$ cat config.mk
export PLATFORM = sky130hd
export DESIGN_NAME = display_command_queue_sequencer
export DESIGN_NICKNAME = d
export VERILOG_FILES = /design/src/rtl/core/dcqs_pkg.sv /design/src/rtl/core/dcqs_ram.sv /design/src/rtl/core/display_command_queue_sequencer.sv
export SDC_FILE = /design/constraint.sdc
export NUM_CORES = 1
export LEC_CHECK = 0
export BUFFER_PORTS_ARGS = -buffer_cell sky130_fd_sc_hd__buf_2
export CORE_ASPECT_RATIO = 2
export CORE_MARGIN = 8
export CORE_UTILIZATION = 65
export CTS_BUF_LIST = sky130_fd_sc_hd__clkbuf_16
export CTS_CLUSTER_DIAMETER = 50
export DETAILED_ROUTE_END_ITERATION = 10
export PLACE_DENSITY_LB_ADDON = 0.05
export SLEW_MARGIN = 20
export SYNTH_ARGS = -nofsm -noshare
export SYNTH_HDL_FRONTEND = slang
export SYNTH_SLANG_ARGS = --single-unit
$ cat constraint.sdc
create_clock -name i_clk -period 10.75 [get_ports i_clk]
set_input_delay 1.075 -clock i_clk [delete_from_list [all_inputs] [get_ports i_clk]]
set_output_delay 1.075 -clock i_clk [all_outputs]
set_load 0.05 [all_outputs]
$ cat src/rtl/core/dcqs_pkg.sv
// ---------------------------------------------------------------------------
// Display command queue sequencer package
// Shared opcode and status codes, record layout and default sizes.
// ---------------------------------------------------------------------------
package dcqs_pkg;

    localparam int DEFAULT_QUEUE_DEPTH = 16;

    localparam int OPCODE_W   = 3;
    localparam int ARGUMENT_W = 16;
    localparam int ELAPSED_W  = 16;
    localparam int COUNTER_W  = 17;
    localparam int BYTE_W     = 8;
    localparam int STATUS_W   = 3;
    localparam int RECORD_W   = OPCODE_W + ARGUMENT_W;

    typedef enum logic [OPCODE_W-1:0] {
        OP_BUSY_HIGH  = 3'd0,
        OP_BUSY_LOW   = 3'd1,
        OP_WAIT       = 3'd2,
        OP_CMD_BYTE   = 3'd3,
        OP_DATA_BYTE  = 3'd4,
        OP_RESET_HIGH = 3'd5,
        OP_RESET_LOW  = 3'd6
    } t_opcode;

    typedef enum logic [STATUS_W-1:0] {
        ST_EMPTY       = 3'd0,
        ST_WAITING     = 3'd1,
        ST_WAIT_DONE   = 3'd2,
        ST_ACTION_DONE = 3'd3,
        ST_ACCEPTED    = 3'd4,
        ST_REJECTED    = 3'd5
    } t_status;

    typedef enum logic {
        KIND_ENQUEUE = 1'b0,
        KIND_POLL    = 1'b1
    } t_kind;

endpackage

$ cat src/rtl/core/dcqs_ram.sv
// ---------------------------------------------------------------------------
// Display command queue sequencer record RAM
// Simple dual-port RAM: one write port, one read port with registered data.
// ---------------------------------------------------------------------------
module dcqs_ram #(
    parameter int WIDTH = 19,
    parameter int DEPTH = 16
) (
    input  logic                     i_clk,
    input  logic                     i_wr_en,
    input  logic [$clog2(DEPTH)-1:0] i_wr_addr,
    input  logic [WIDTH-1:0]         i_wr_data,
    input  logic                     i_rd_en,
    input  logic [$clog2(DEPTH)-1:0] i_rd_addr,
    output logic [WIDTH-1:0]         o_rd_data
);

    logic [WIDTH-1:0] r_mem [DEPTH];
    logic [WIDTH-1:0] r_rd_data;

    always_ff @(posedge i_clk) begin
        if (i_wr_en) begin
            r_mem[i_wr_addr] <= i_wr_data;
        end
        if (i_rd_en) begin
            r_rd_data <= r_mem[i_rd_addr];
        end
    end

    assign o_rd_data = r_rd_data;

endmodule

$ cat src/rtl/core/display_command_queue_sequencer.sv
// ---------------------------------------------------------------------------
// Display command queue sequencer
// Ring of panel command records; each poll word acts on at most one record.
// ---------------------------------------------------------------------------
// Input channel (i_in_valid / o_in_ready): an enqueue word appends one record
// (opcode, argument) or is rejected when the ring is full; a poll word acts on
// the oldest record with the elapsed milliseconds and the busy pin level.
// Output channel (o_out_valid / i_out_ready): exactly one result word per
// input word, in order, with status, serial byte action, reset line action
// and the free record count after the step.
// An accepted word waits in the input register; its result is registered
// once the output register is free. Throughput: one word per cycle while
// results are taken, set by the single pass from the input register through
// the record RAM read and the elapsed add/compare to the result register.
// The next head record is read from the RAM while the word is accepted; a
// record written in the same cycle to that slot is forwarded.
// Reset: ring empty, elapsed counter cleared, both registers empty. RAM
// contents stay undefined; only written records are ever used.
// Receiver stall: the result word holds; the input register takes one more
// word, then o_in_ready drops until the result is taken.
// ---------------------------------------------------------------------------
module display_command_queue_sequencer
    import dcqs_pkg::*;
#(
    parameter int QUEUE_DEPTH = DEFAULT_QUEUE_DEPTH
) (
    input  logic                             i_clk,
    input  logic                             i_rst_n,
    input  logic                             i_in_valid,
    output logic                             o_in_ready,
    input  logic                             i_kind,
    input  logic [OPCODE_W-1:0]              i_opcode,
    input  logic [ARGUMENT_W-1:0]            i_argument,
    input  logic [ELAPSED_W-1:0]             i_elapsed_ms,
    input  logic                             i_busy_level,
    output logic                             o_out_valid,
    input  logic                             i_out_ready,
    output logic [STATUS_W-1:0]              o_status,
    output logic [BYTE_W-1:0]                o_serial_byte,
    output logic                             o_serial_send,
    output logic                             o_data_level,
    output logic                             o_reset_level,
    output logic                             o_reset_change,
    output logic [$clog2(QUEUE_DEPTH+1)-1:0] o_free_slots
);

    localparam int AW = $clog2(QUEUE_DEPTH);
    localparam int CW = $clog2(QUEUE_DEPTH + 1);

    function automatic logic [AW-1:0] next_index(input logic [AW-1:0] idx);
        logic [AW-1:0] nxt;
        if (idx == AW'(QUEUE_DEPTH - 1)) begin
            nxt = '0;
        end else begin
            nxt = idx + AW'(1);
        end
        return nxt;
    endfunction

    // input register
    logic                  r_in_valid;
    logic                  r_kind;
    logic [OPCODE_W-1:0]   r_opcode;
    logic [ARGUMENT_W-1:0] r_argument;
    logic [ELAPSED_W-1:0]  r_elapsed_ms;
    logic                  r_busy_level;

    // ring state
    logic [AW-1:0]        r_head, n_head;
    logic [AW-1:0]        r_tail, n_tail;
    logic [CW-1:0]        r_count, n_count;
    logic [COUNTER_W-1:0] r_elapsed, n_elapsed;

    // forwarded record
    logic                r_byp;
    logic [RECORD_W-1:0] r_byp_data;

    // result register
    logic                r_out_valid;
    logic [STATUS_W-1:0] r_status, n_status;
    logic [BYTE_W-1:0]   r_serial_byte, n_serial_byte;
    logic                r_serial_send, n_serial_send;
    logic                r_data_level, n_data_level;
    logic                r_reset_level, n_reset_level;
    logic                r_reset_change, n_reset_change;
    logic [CW-1:0]       r_free, n_free;

    logic                  in_fire;
    logic                  advance;
    logic                  wr_en;
    logic [RECORD_W-1:0]   wr_data;
    logic [RECORD_W-1:0]   ram_q;
    logic [RECORD_W-1:0]   rec;
    logic [OPCODE_W-1:0]   rec_op;
    logic [ARGUMENT_W-1:0] rec_arg;
    logic [COUNTER_W-1:0]  sum;
    logic                  matched;
    logic                  retire;

    assign advance    = r_in_valid && (!r_out_valid || i_out_ready);
    assign o_in_ready = !r_in_valid || advance;
    assign in_fire    = i_in_valid && o_in_ready;

    assign wr_data = {r_opcode, r_argument};
    assign rec     = r_byp ? r_byp_data : ram_q;
    assign rec_op  = rec[RECORD_W-1 -: OPCODE_W];
    assign rec_arg = rec[ARGUMENT_W-1:0];
    assign sum     = r_elapsed + COUNTER_W'(r_elapsed_ms);
    assign matched = ((rec_op == OP_BUSY_HIGH) && r_busy_level)
                  || ((rec_op == OP_BUSY_LOW) && !r_busy_level);

    dcqs_ram #(
        .WIDTH(RECORD_W),
        .DEPTH(QUEUE_DEPTH)
    ) u_ram (
        .i_clk    (i_clk),
        .i_wr_en  (wr_en),
        .i_wr_addr(r_tail),
        .i_wr_data(wr_data),
        .i_rd_en  (in_fire),
        .i_rd_addr(n_head),
        .o_rd_data(ram_q)
    );

    always_comb begin
        n_head         = r_head;
        n_tail         = r_tail;
        n_count        = r_count;
        n_elapsed      = r_elapsed;
        wr_en          = 1'b0;
        retire         = 1'b0;
        n_status       = ST_EMPTY;
        n_serial_byte  = '0;
        n_serial_send  = 1'b0;
        n_data_level   = 1'b0;
        n_reset_level  = 1'b0;
        n_reset_change = 1'b0;
        if (advance) begin
            if (r_kind == KIND_ENQUEUE) begin
                if (r_count == CW'(QUEUE_DEPTH)) begin
                    n_status = ST_REJECTED;
                end else begin
                    wr_en    = 1'b1;
                    n_tail   = next_index(r_tail);
                    n_count  = r_count + CW'(1);
                    n_status = ST_ACCEPTED;
                end
            end else if (r_count != '0) begin
                case (rec_op)
                    OP_BUSY_HIGH, OP_BUSY_LOW, OP_WAIT: begin
                        if (matched || (sum >= COUNTER_W'(rec_arg))) begin
                            retire   = 1'b1;
                            n_status = ST_WAIT_DONE;
                        end else begin
                            n_elapsed = sum;
                            n_status  = ST_WAITING;
                        end
                    end
                    OP_CMD_BYTE, OP_DATA_BYTE: begin
                        retire        = 1'b1;
                        n_status      = ST_ACTION_DONE;
                        n_serial_byte = rec_arg[BYTE_W-1:0];
                        n_serial_send = 1'b1;
                        n_data_level  = (rec_op == OP_DATA_BYTE);
                    end
                    OP_RESET_HIGH, OP_RESET_LOW: begin
                        retire         = 1'b1;
                        n_status       = ST_ACTION_DONE;
                        n_reset_level  = (rec_op == OP_RESET_HIGH);
                        n_reset_change = 1'b1;
                    end
                    default: begin
                        retire   = 1'b1;
                        n_status = ST_ACTION_DONE;
                    end
                endcase
                if (retire) begin
                    n_head    = next_index(r_head);
                    n_count   = r_count - CW'(1);
                    n_elapsed = '0;
                end
            end
        end
        n_free = CW'(QUEUE_DEPTH) - n_count;
    end

    always_ff @(posedge i_clk) begin
        if (!i_rst_n) begin
            r_in_valid  <= 1'b0;
            r_out_valid <= 1'b0;
            r_head      <= '0;
            r_tail      <= '0;
            r_count     <= '0;
            r_elapsed   <= '0;
        end else begin
            r_head    <= n_head;
            r_tail    <= n_tail;
            r_count   <= n_count;
            r_elapsed <= n_elapsed;
            if (o_in_ready) begin
                r_in_valid <= i_in_valid;
            end
            if (advance) begin
                r_out_valid <= 1'b1;
            end else if (i_out_ready) begin
                r_out_valid <= 1'b0;
            end
        end
    end

    always_ff @(posedge i_clk) begin
        if (in_fire) begin
            r_kind       <= i_kind;
            r_opcode     <= i_opcode;
            r_argument   <= i_argument;
            r_elapsed_ms <= i_elapsed_ms;
            r_busy_level <= i_busy_level;
            r_byp        <= wr_en && (r_tail == n_head);
            r_byp_data   <= wr_data;
        end
        if (advance) begin
            r_status       <= n_status;
            r_serial_byte  <= n_serial_byte;
            r_serial_send  <= n_serial_send;
            r_data_level   <= n_data_level;
            r_reset_level  <= n_reset_level;
            r_reset_change <= n_reset_change;
            r_free         <= n_free;
        end
    end

    assign o_out_valid    = r_out_valid;
    assign o_status       = r_status;
    assign o_serial_byte  = r_serial_byte;
    assign o_serial_send  = r_serial_send;
    assign o_data_level   = r_data_level;
    assign o_reset_level  = r_reset_level;
    assign o_reset_change = r_reset_change;
    assign o_free_slots   = r_free;

endmodule

# After elaboration in Yosys (flattened, before gate mapping)
# Memory sizes are Yosys's and may differ from the RTL's. A register that Yosys moved wholly into a read port is not among the register bits.
# Index checks and enable logic that the tools add are counted.
[word_totals]
wordCells = 99
mem_count = 1
ram_bits = 304
output_inout_bits = 22
input_bits = 41
ff_bits = 109
[classes]
add_sub_neg = 6
muxes = 34
eq_ne = 11
order_cmp = 1
reduce_logical = 24
bitwise = 2
[memory_table]
columns = ["memory", "depth", "word_bits", "rd", "rd_clocked_by_memory_dff", "wr", "line", "rtl"]
rows = [
  ["u_ram.r_mem", 16, 19, 1, 1, 1, "dcqs_ram.sv:18", "logic [WIDTH-1:0] r_mem [DEPTH];"],
]
[op_table]
columns = ["op", "n"]
rows = [
  ["17-bit 2-to-1 mux", 3],
  ["5-bit 2-to-1 mux", 5],
  ["4-bit 2-to-1 mux", 6],
  ["19-bit 2-to-1 mux", 1],
  ["17-bit by 16-bit adder with 17-bit output", 1],
  ["17-bit by 16-bit >= comparator with 1-bit output", 1],
  ["1-bit 2-to-1 mux", 15],
  ["3-bit == test (second input constant)", 3],
  ["3-bit 2-to-1 mux", 3],
  ["3-bit AND reduction", 3],
  ["4-bit by 1-bit adder with 4-bit output (second input constant)", 2],
  ["4-bit == test (second input constant)", 2],
  ["3-bit by 2-bit == test with 1-bit output (second input constant)", 2],
  ["5-bit by 1-bit adder with 5-bit output (second input constant)", 1],
  ["5-bit == test (second input constant)", 1],
  ["1-bit logical AND", 5],
  ["5-bit AND reduction", 1],
  ["5-bit nonzero test", 1],
  ["5-bit by 1-bit subtractor with 5-bit output (second input constant)", 1],
  ["5-bit subtractor (first input constant)", 1],
  ["4-bit == test", 1],
  ["1-bit logical OR", 4],
  ["2-bit nonzero test", 2],
  ["2-bit OR reduction", 2],
  ["8 further kinds", 11],
]

# Logic depth before layout (Yosys ltp)
[logic_depth]
ltp_word = 16
depth_mapped = 25
mapped_depth_nobuf = 25

# Hierarchy
# A second synthesis with hierarchy kept.
[unflattened]
hier_cells = 984
hier_area_um2 = 17578.1
[by_module_without_submodules]
columns = ["mod", "cells_per_inst", "seq_area_each_um2", "n_inst", "area_per_inst_um2"]
rows = [
  ["dcqs_ram", 507, 9699.3, 1, 12036.5],
  ["display_command_queue_sequencer", 477, 2952.8, 1, 5541.6],
]

# Least setup slack after synthesis
# No wires, ideal clock.
[synth_path]
path_kind = "register to register"
from = "register r_elapsed_ms[1]"
to = "register u_ram.r_rd_data[0] (netlist: u_ram.o_rd_data[0]), read port of u_ram.r_mem, data pin"
arrival_time_ns = 4.983
synth_period_minus_slack_ns = 5.241
setup_slack_ns = 5.509
path_buffers = 2
stages_incl_launch_ff = 23
path_cell_list = "edfxtp_1 > ha_1 > a21o_1 > a21oi_1 > o21bai_1 > a21oi_1 > o21ai_0 > a2111oi_0 > o31ai_1 > xnor2_1 > ha_1 > nor3_1 > nor2_1 > and2_1 > nor3b_1 > o211a_4 > a21oi_4 > mux2_4 > buf_6 > buf_2 > mux4_2 > a22oi_2 > nand2_1"
[synth_via]
elab_chain_len = 12
[synth_rtl]
columns = ["element", "line", "rtl"]
rows = [
  ["start, declared", "display_command_queue_sequencer.sv:65", "logic [ELAPSED_W-1:0] r_elapsed_ms;"],
  ["start signal, assigned", "display_command_queue_sequencer.sv:216", "r_elapsed_ms <= i_elapsed_ms;"],
  ["17-bit by 16-bit adder with 17-bit output", "display_command_queue_sequencer.sv:108", "assign sum = r_elapsed + COUNTER_W'(r_elapsed_ms);"],
  ["17-bit by 16-bit >= comparator with 1-bit output", "display_command_queue_sequencer.sv:151", "if (matched || (sum >= COUNTER_W'(rec_arg))) begin"],
  ["1-bit logical OR", "display_command_queue_sequencer.sv:151", ""],
  ["1-bit 2-to-1 mux", "display_command_queue_sequencer.sv:151", ""],
  ["1-bit 2-to-1 mux", "display_command_queue_sequencer.sv:149", "case (rec_op)"],
  ["1-bit 2-to-1 mux", "display_command_queue_sequencer.sv:148", "end else if (r_count != '0) begin"],
  ["1-bit 2-to-1 mux", "display_command_queue_sequencer.sv:139", "if (r_kind == KIND_ENQUEUE) begin"],
  ["1-bit 2-to-1 mux", "display_command_queue_sequencer.sv:138", "if (advance) begin"],
  ["4-bit 2-to-1 mux", "display_command_queue_sequencer.sv:177", "if (retire) begin"],
  ["4-bit 2-to-1 mux", "display_command_queue_sequencer.sv:148", ""],
  ["4-bit 2-to-1 mux", "display_command_queue_sequencer.sv:139", ""],
  ["4-bit 2-to-1 mux", "display_command_queue_sequencer.sv:138", ""],
  ["end, declared", "dcqs_ram.sv:19", "logic [WIDTH-1:0] r_rd_data;"],
]
# Every way passes these cells. The select of a mux whose other input is x is not followed.
# A chain may end at the register's enable or synchronous reset.

# Final worst setup path
[layout_path]
from = "register r_elapsed_ms[1]"
to = "register u_ram.r_rd_data[18] (netlist: u_ram.o_rd_data[18]), read port of u_ram.r_mem, data pin"
# The elaborated chain is that of the path after synthesis.

==> metrics.txt <==
TritonCTS clock tree done; growth of design area from synthesis to finish 10.63%; crit path capture type flop; height of the die 248.4 um; total number of yosys warnings 0; Top Family by Delay on Critical Path compound AO/OA/AOI/OAI gates; final slew viol count 0; Layout fillers 1690; WHS Endpoint r_elapsed[0]; EDFF count, synth 400; unrepaired setup endpoints after global routing no; total iterations of the first detailed-routing run 5; post-layout net count 1141; ordered cell list for the critical path ha_1, a21o_1, a21oi_1, o21bai_1, a21oi_1, o21ai_0, a2111oi_0, o31ai_1, xnor2_1, ha_1, nor3_1, nor2_1, and2_1, nor3b_1, o211a_4, a21oi_4, mux2_4, buf_4, mux4_2, a22oi_1, nand2_1; number of resized instances in the post-cts repair step 0; part of the Yosys area used for sequential elements 0.7206; core area 26800 um2; Hold Buf Count CTS 0; synthesized area per cell 17.82 um2; setup-violating endpoint count in the final report 0; area used by sequential logic in the layout 12650 um2; CP Buf/Inv Count 1; starting density of the core 0.6551; peak supply drop 168.6 uV; Clock Sinks approximately 430; number of maximum-capacitance constraint violations 0; worst slew pin tran 961.7 ps; arrival time at the worst endpoint 7210 ps; Syn Nets ~1100; clock latency at the later pin of the worst-skew pair between 500 and 600 ps; diode insertion count for antenna repair 0; setup fix buffers added after clock tree synthesis 0; clock period minus final worst setup slack 6928 ps; final cycle utilization of the critical path 0.6444; startpoint of the lowest-slack register-to-register path r_elapsed_ms[1]; Slew headroom 0.3565; most common library cell in the layout ignoring fill and taps edfxtp_1; H-tree Lvls 2; Tightest Hold Check Type flop to flop; leading area contributor after synthesis edfxtp_1; number of distinct library cells after synthesis 57; overall via count from detail_route 9285; result of the run complete, no violations; share of layout cells above drive strength 1 0.2284; maximum number of pins on one net before global-route repair 61; via count of the first global-routing pass 9546; largest driver fanout on the critical path 40; number of core rows 85; leakage power summed over all cells roughly 0.0065 uW; Clock Tree Root clkbuf_16; global-route wire length before repair 56590 um; synthesized netlist cell count 985; commonest cells after routing, fill and taps aside 400 x edfxtp_1, 76 x mux4_2, 62 x buf_2; width of the die roughly 130 um; hold-critical path depth 2; Routed Antenna Nets 0; HPWL after DPL between 20000 and 25000 um; number of clock buffers inserted by TritonCTS 36; Max Freq 144.4 MHz; initial antenna violation count 0; Avg WL per Cell 26.25 um; worst reg-to-reg path cell count 21; most used flip-flop cell after synthesis edfxtp_1; dominant cells by area after synthesis edfxtp_1 68%, mux4_2 9.7%, dfxtp_1 3.6%; count of port buffers added during placement 62; WHS approximately 460 ps; CP max-delay cell mux2_4; Post-Synthesis Cell Area approximately 18000 um2; FF+latch count, synth around 430; Die Outline Area between 30000 and 40000 um2; routed vias/inst 6.475; end of the worst register-to-register path u_ram.o_rd_data[18]; Final TNS setup 0 ps; Hold Fails Final Rpt 0; sort of element at the start of the critical path flop; GRT Total Usage 0.2309; Worst path max stage delay 820 ps; clock-pin slew on the worst setup and hold paths 70 ps; WL final 37640 um; drt first-iter violations between 700 and 800; clock buffer depth 3; Synth top area share 0.6842; proportion of synthesized flip-flops having asynchronous set or reset 0; launch point of the worst hold path r_elapsed[0]; Reg2Reg Setup Slack 3820 ps; overall overflow remaining after global route 0; DRC violations left 0; number of primary I/O pins 63; CP Data Required Time approximately 11000 ps; power density relative to cell area 169.7 nW/um2; footprint of the multi-input gates 4736 um2; Routability Congestion 0.8676; WS Path Type flop to flop; setup skew after layout about 19 ps; PnR Total Power ~3300 uW
## final cells by class
type,count,area share
inverter,22,0.004251
clock inverter,29,0.01153
timing repair buffer,73,0.02023
multi-input combinational,494,0.2438
clock buffer,36,0.04638
tap,348,0.02242
sequential,432,0.6514
## routing by layer
layer	up-vias	track usage	wire length (um)
li1	4073	-	-
met1	4697	0.2652	13490
met2	407	0.4042	19890
met3	108	0.03857	2344
met4	0	0.1247	1922
met5	-	0	0
## worst reg2reg max path, cell delays in order, from the launching register on
cell	delay, ps
edfxtp_1	400
ha_1	310
a21o_1	170
a21oi_1	230
o21bai_1	90
a21oi_1	250
o21ai_0	230
a2111oi_0	660
o31ai_1	210
xnor2_1	240
ha_1	300
nor3_1	150
nor2_1	90
and2_1	140
nor3b_1	320
o211a_4	280
a21oi_4	100
mux2_4	820
buf_4	770
mux4_2	620
a22oi_1	220
nand2_1	80
## cell families after synthesis
kind of cell	count (synthesis)	synth area share
xor+xnor	28	0.01397
flops	432	0.7206
compound gates	141	0.05958
simple gates	187	0.04917
mux	97	0.1106
buf+inv	59	0.01639
fa+ha+maj	41	0.02965
## synthesized netlist by cell type (all sizes together), types with 3 or more instances
| cell type | number |
|---|---|
| clkbuf | 17 |
| nor2 | 71 |
| mux2 | 3 |
| nand4 | 3 |
| buf | 20 |
| and2 | 12 |
| a2bb2oi | 3 |
| mux4 | 76 |
| a22oi | 46 |
| and3 | 4 |
| a31oi | 3 |
| nand2 | 49 |
| xor2 | 8 |
| o2111ai | 3 |
| dfxtp | 32 |
| nor3b | 4 |
| edfxtp | 400 |
| or3 | 3 |
| nor3 | 16 |
| mux2i | 18 |
| xnor2 | 20 |
| a21o | 5 |
| inv | 22 |
| o21ai | 17 |
| nand3 | 5 |
| o211ai | 3 |
| nand2b | 8 |
| nor2b | 6 |
| ha | 40 |
| a21oi | 42 |
| a211oi | 4 |
## flip-flops by register name, indices dropped and copies added, names as in the netlist, 3 cells and up
signal,flops
o_status,3
r_count,5
r_elapsed,17
r_byp_data,19
o_serial_byte,8
r_opcode,3
r_elapsed_ms,16
u_ram.r_mem,304
r_head,4
r_argument,16
r_tail,4
u_ram.o_rd_data,19
o_free_slots,5
## worst max path at each step
stage	end	start	cells past startpoint	slack, ps
floorplan	u_ram.o_rd_data[0]	r_elapsed_ms[1]	22	5510
global placement	u_ram.o_rd_data[18]	r_elapsed_ms[1]	21	3810
detailed placement	u_ram.o_rd_data[18]	r_elapsed_ms[1]	21	3710
CTS	u_ram.o_rd_data[18]	r_elapsed_ms[1]	21	3700
global route	u_ram.o_rd_data[18]	r_elapsed_ms[1]	21	3210
finish	u_ram.o_rd_data[18]	r_elapsed_ms[1]	21	3820
## metrics by stage
stage	cell area [um2]	setup WS (ps)	std cells	utilization
finish	19420	3822	1434	0.7247
global route	19420	3207	1434	0.7247
CTS	19420	3699	1434	0.7247
detailed placement	18300	3714	1369	0.6828
global placement	18300	3813	1369	0.6828
floorplan	17560	5509	985	-
## report_power, final
part	internal (uW)	switching (uW)
Sequential	1860	25.3
Combinational	51.4	93.4
Clock	671	591
Note: power is estimated with default switching activity, not from simulation.
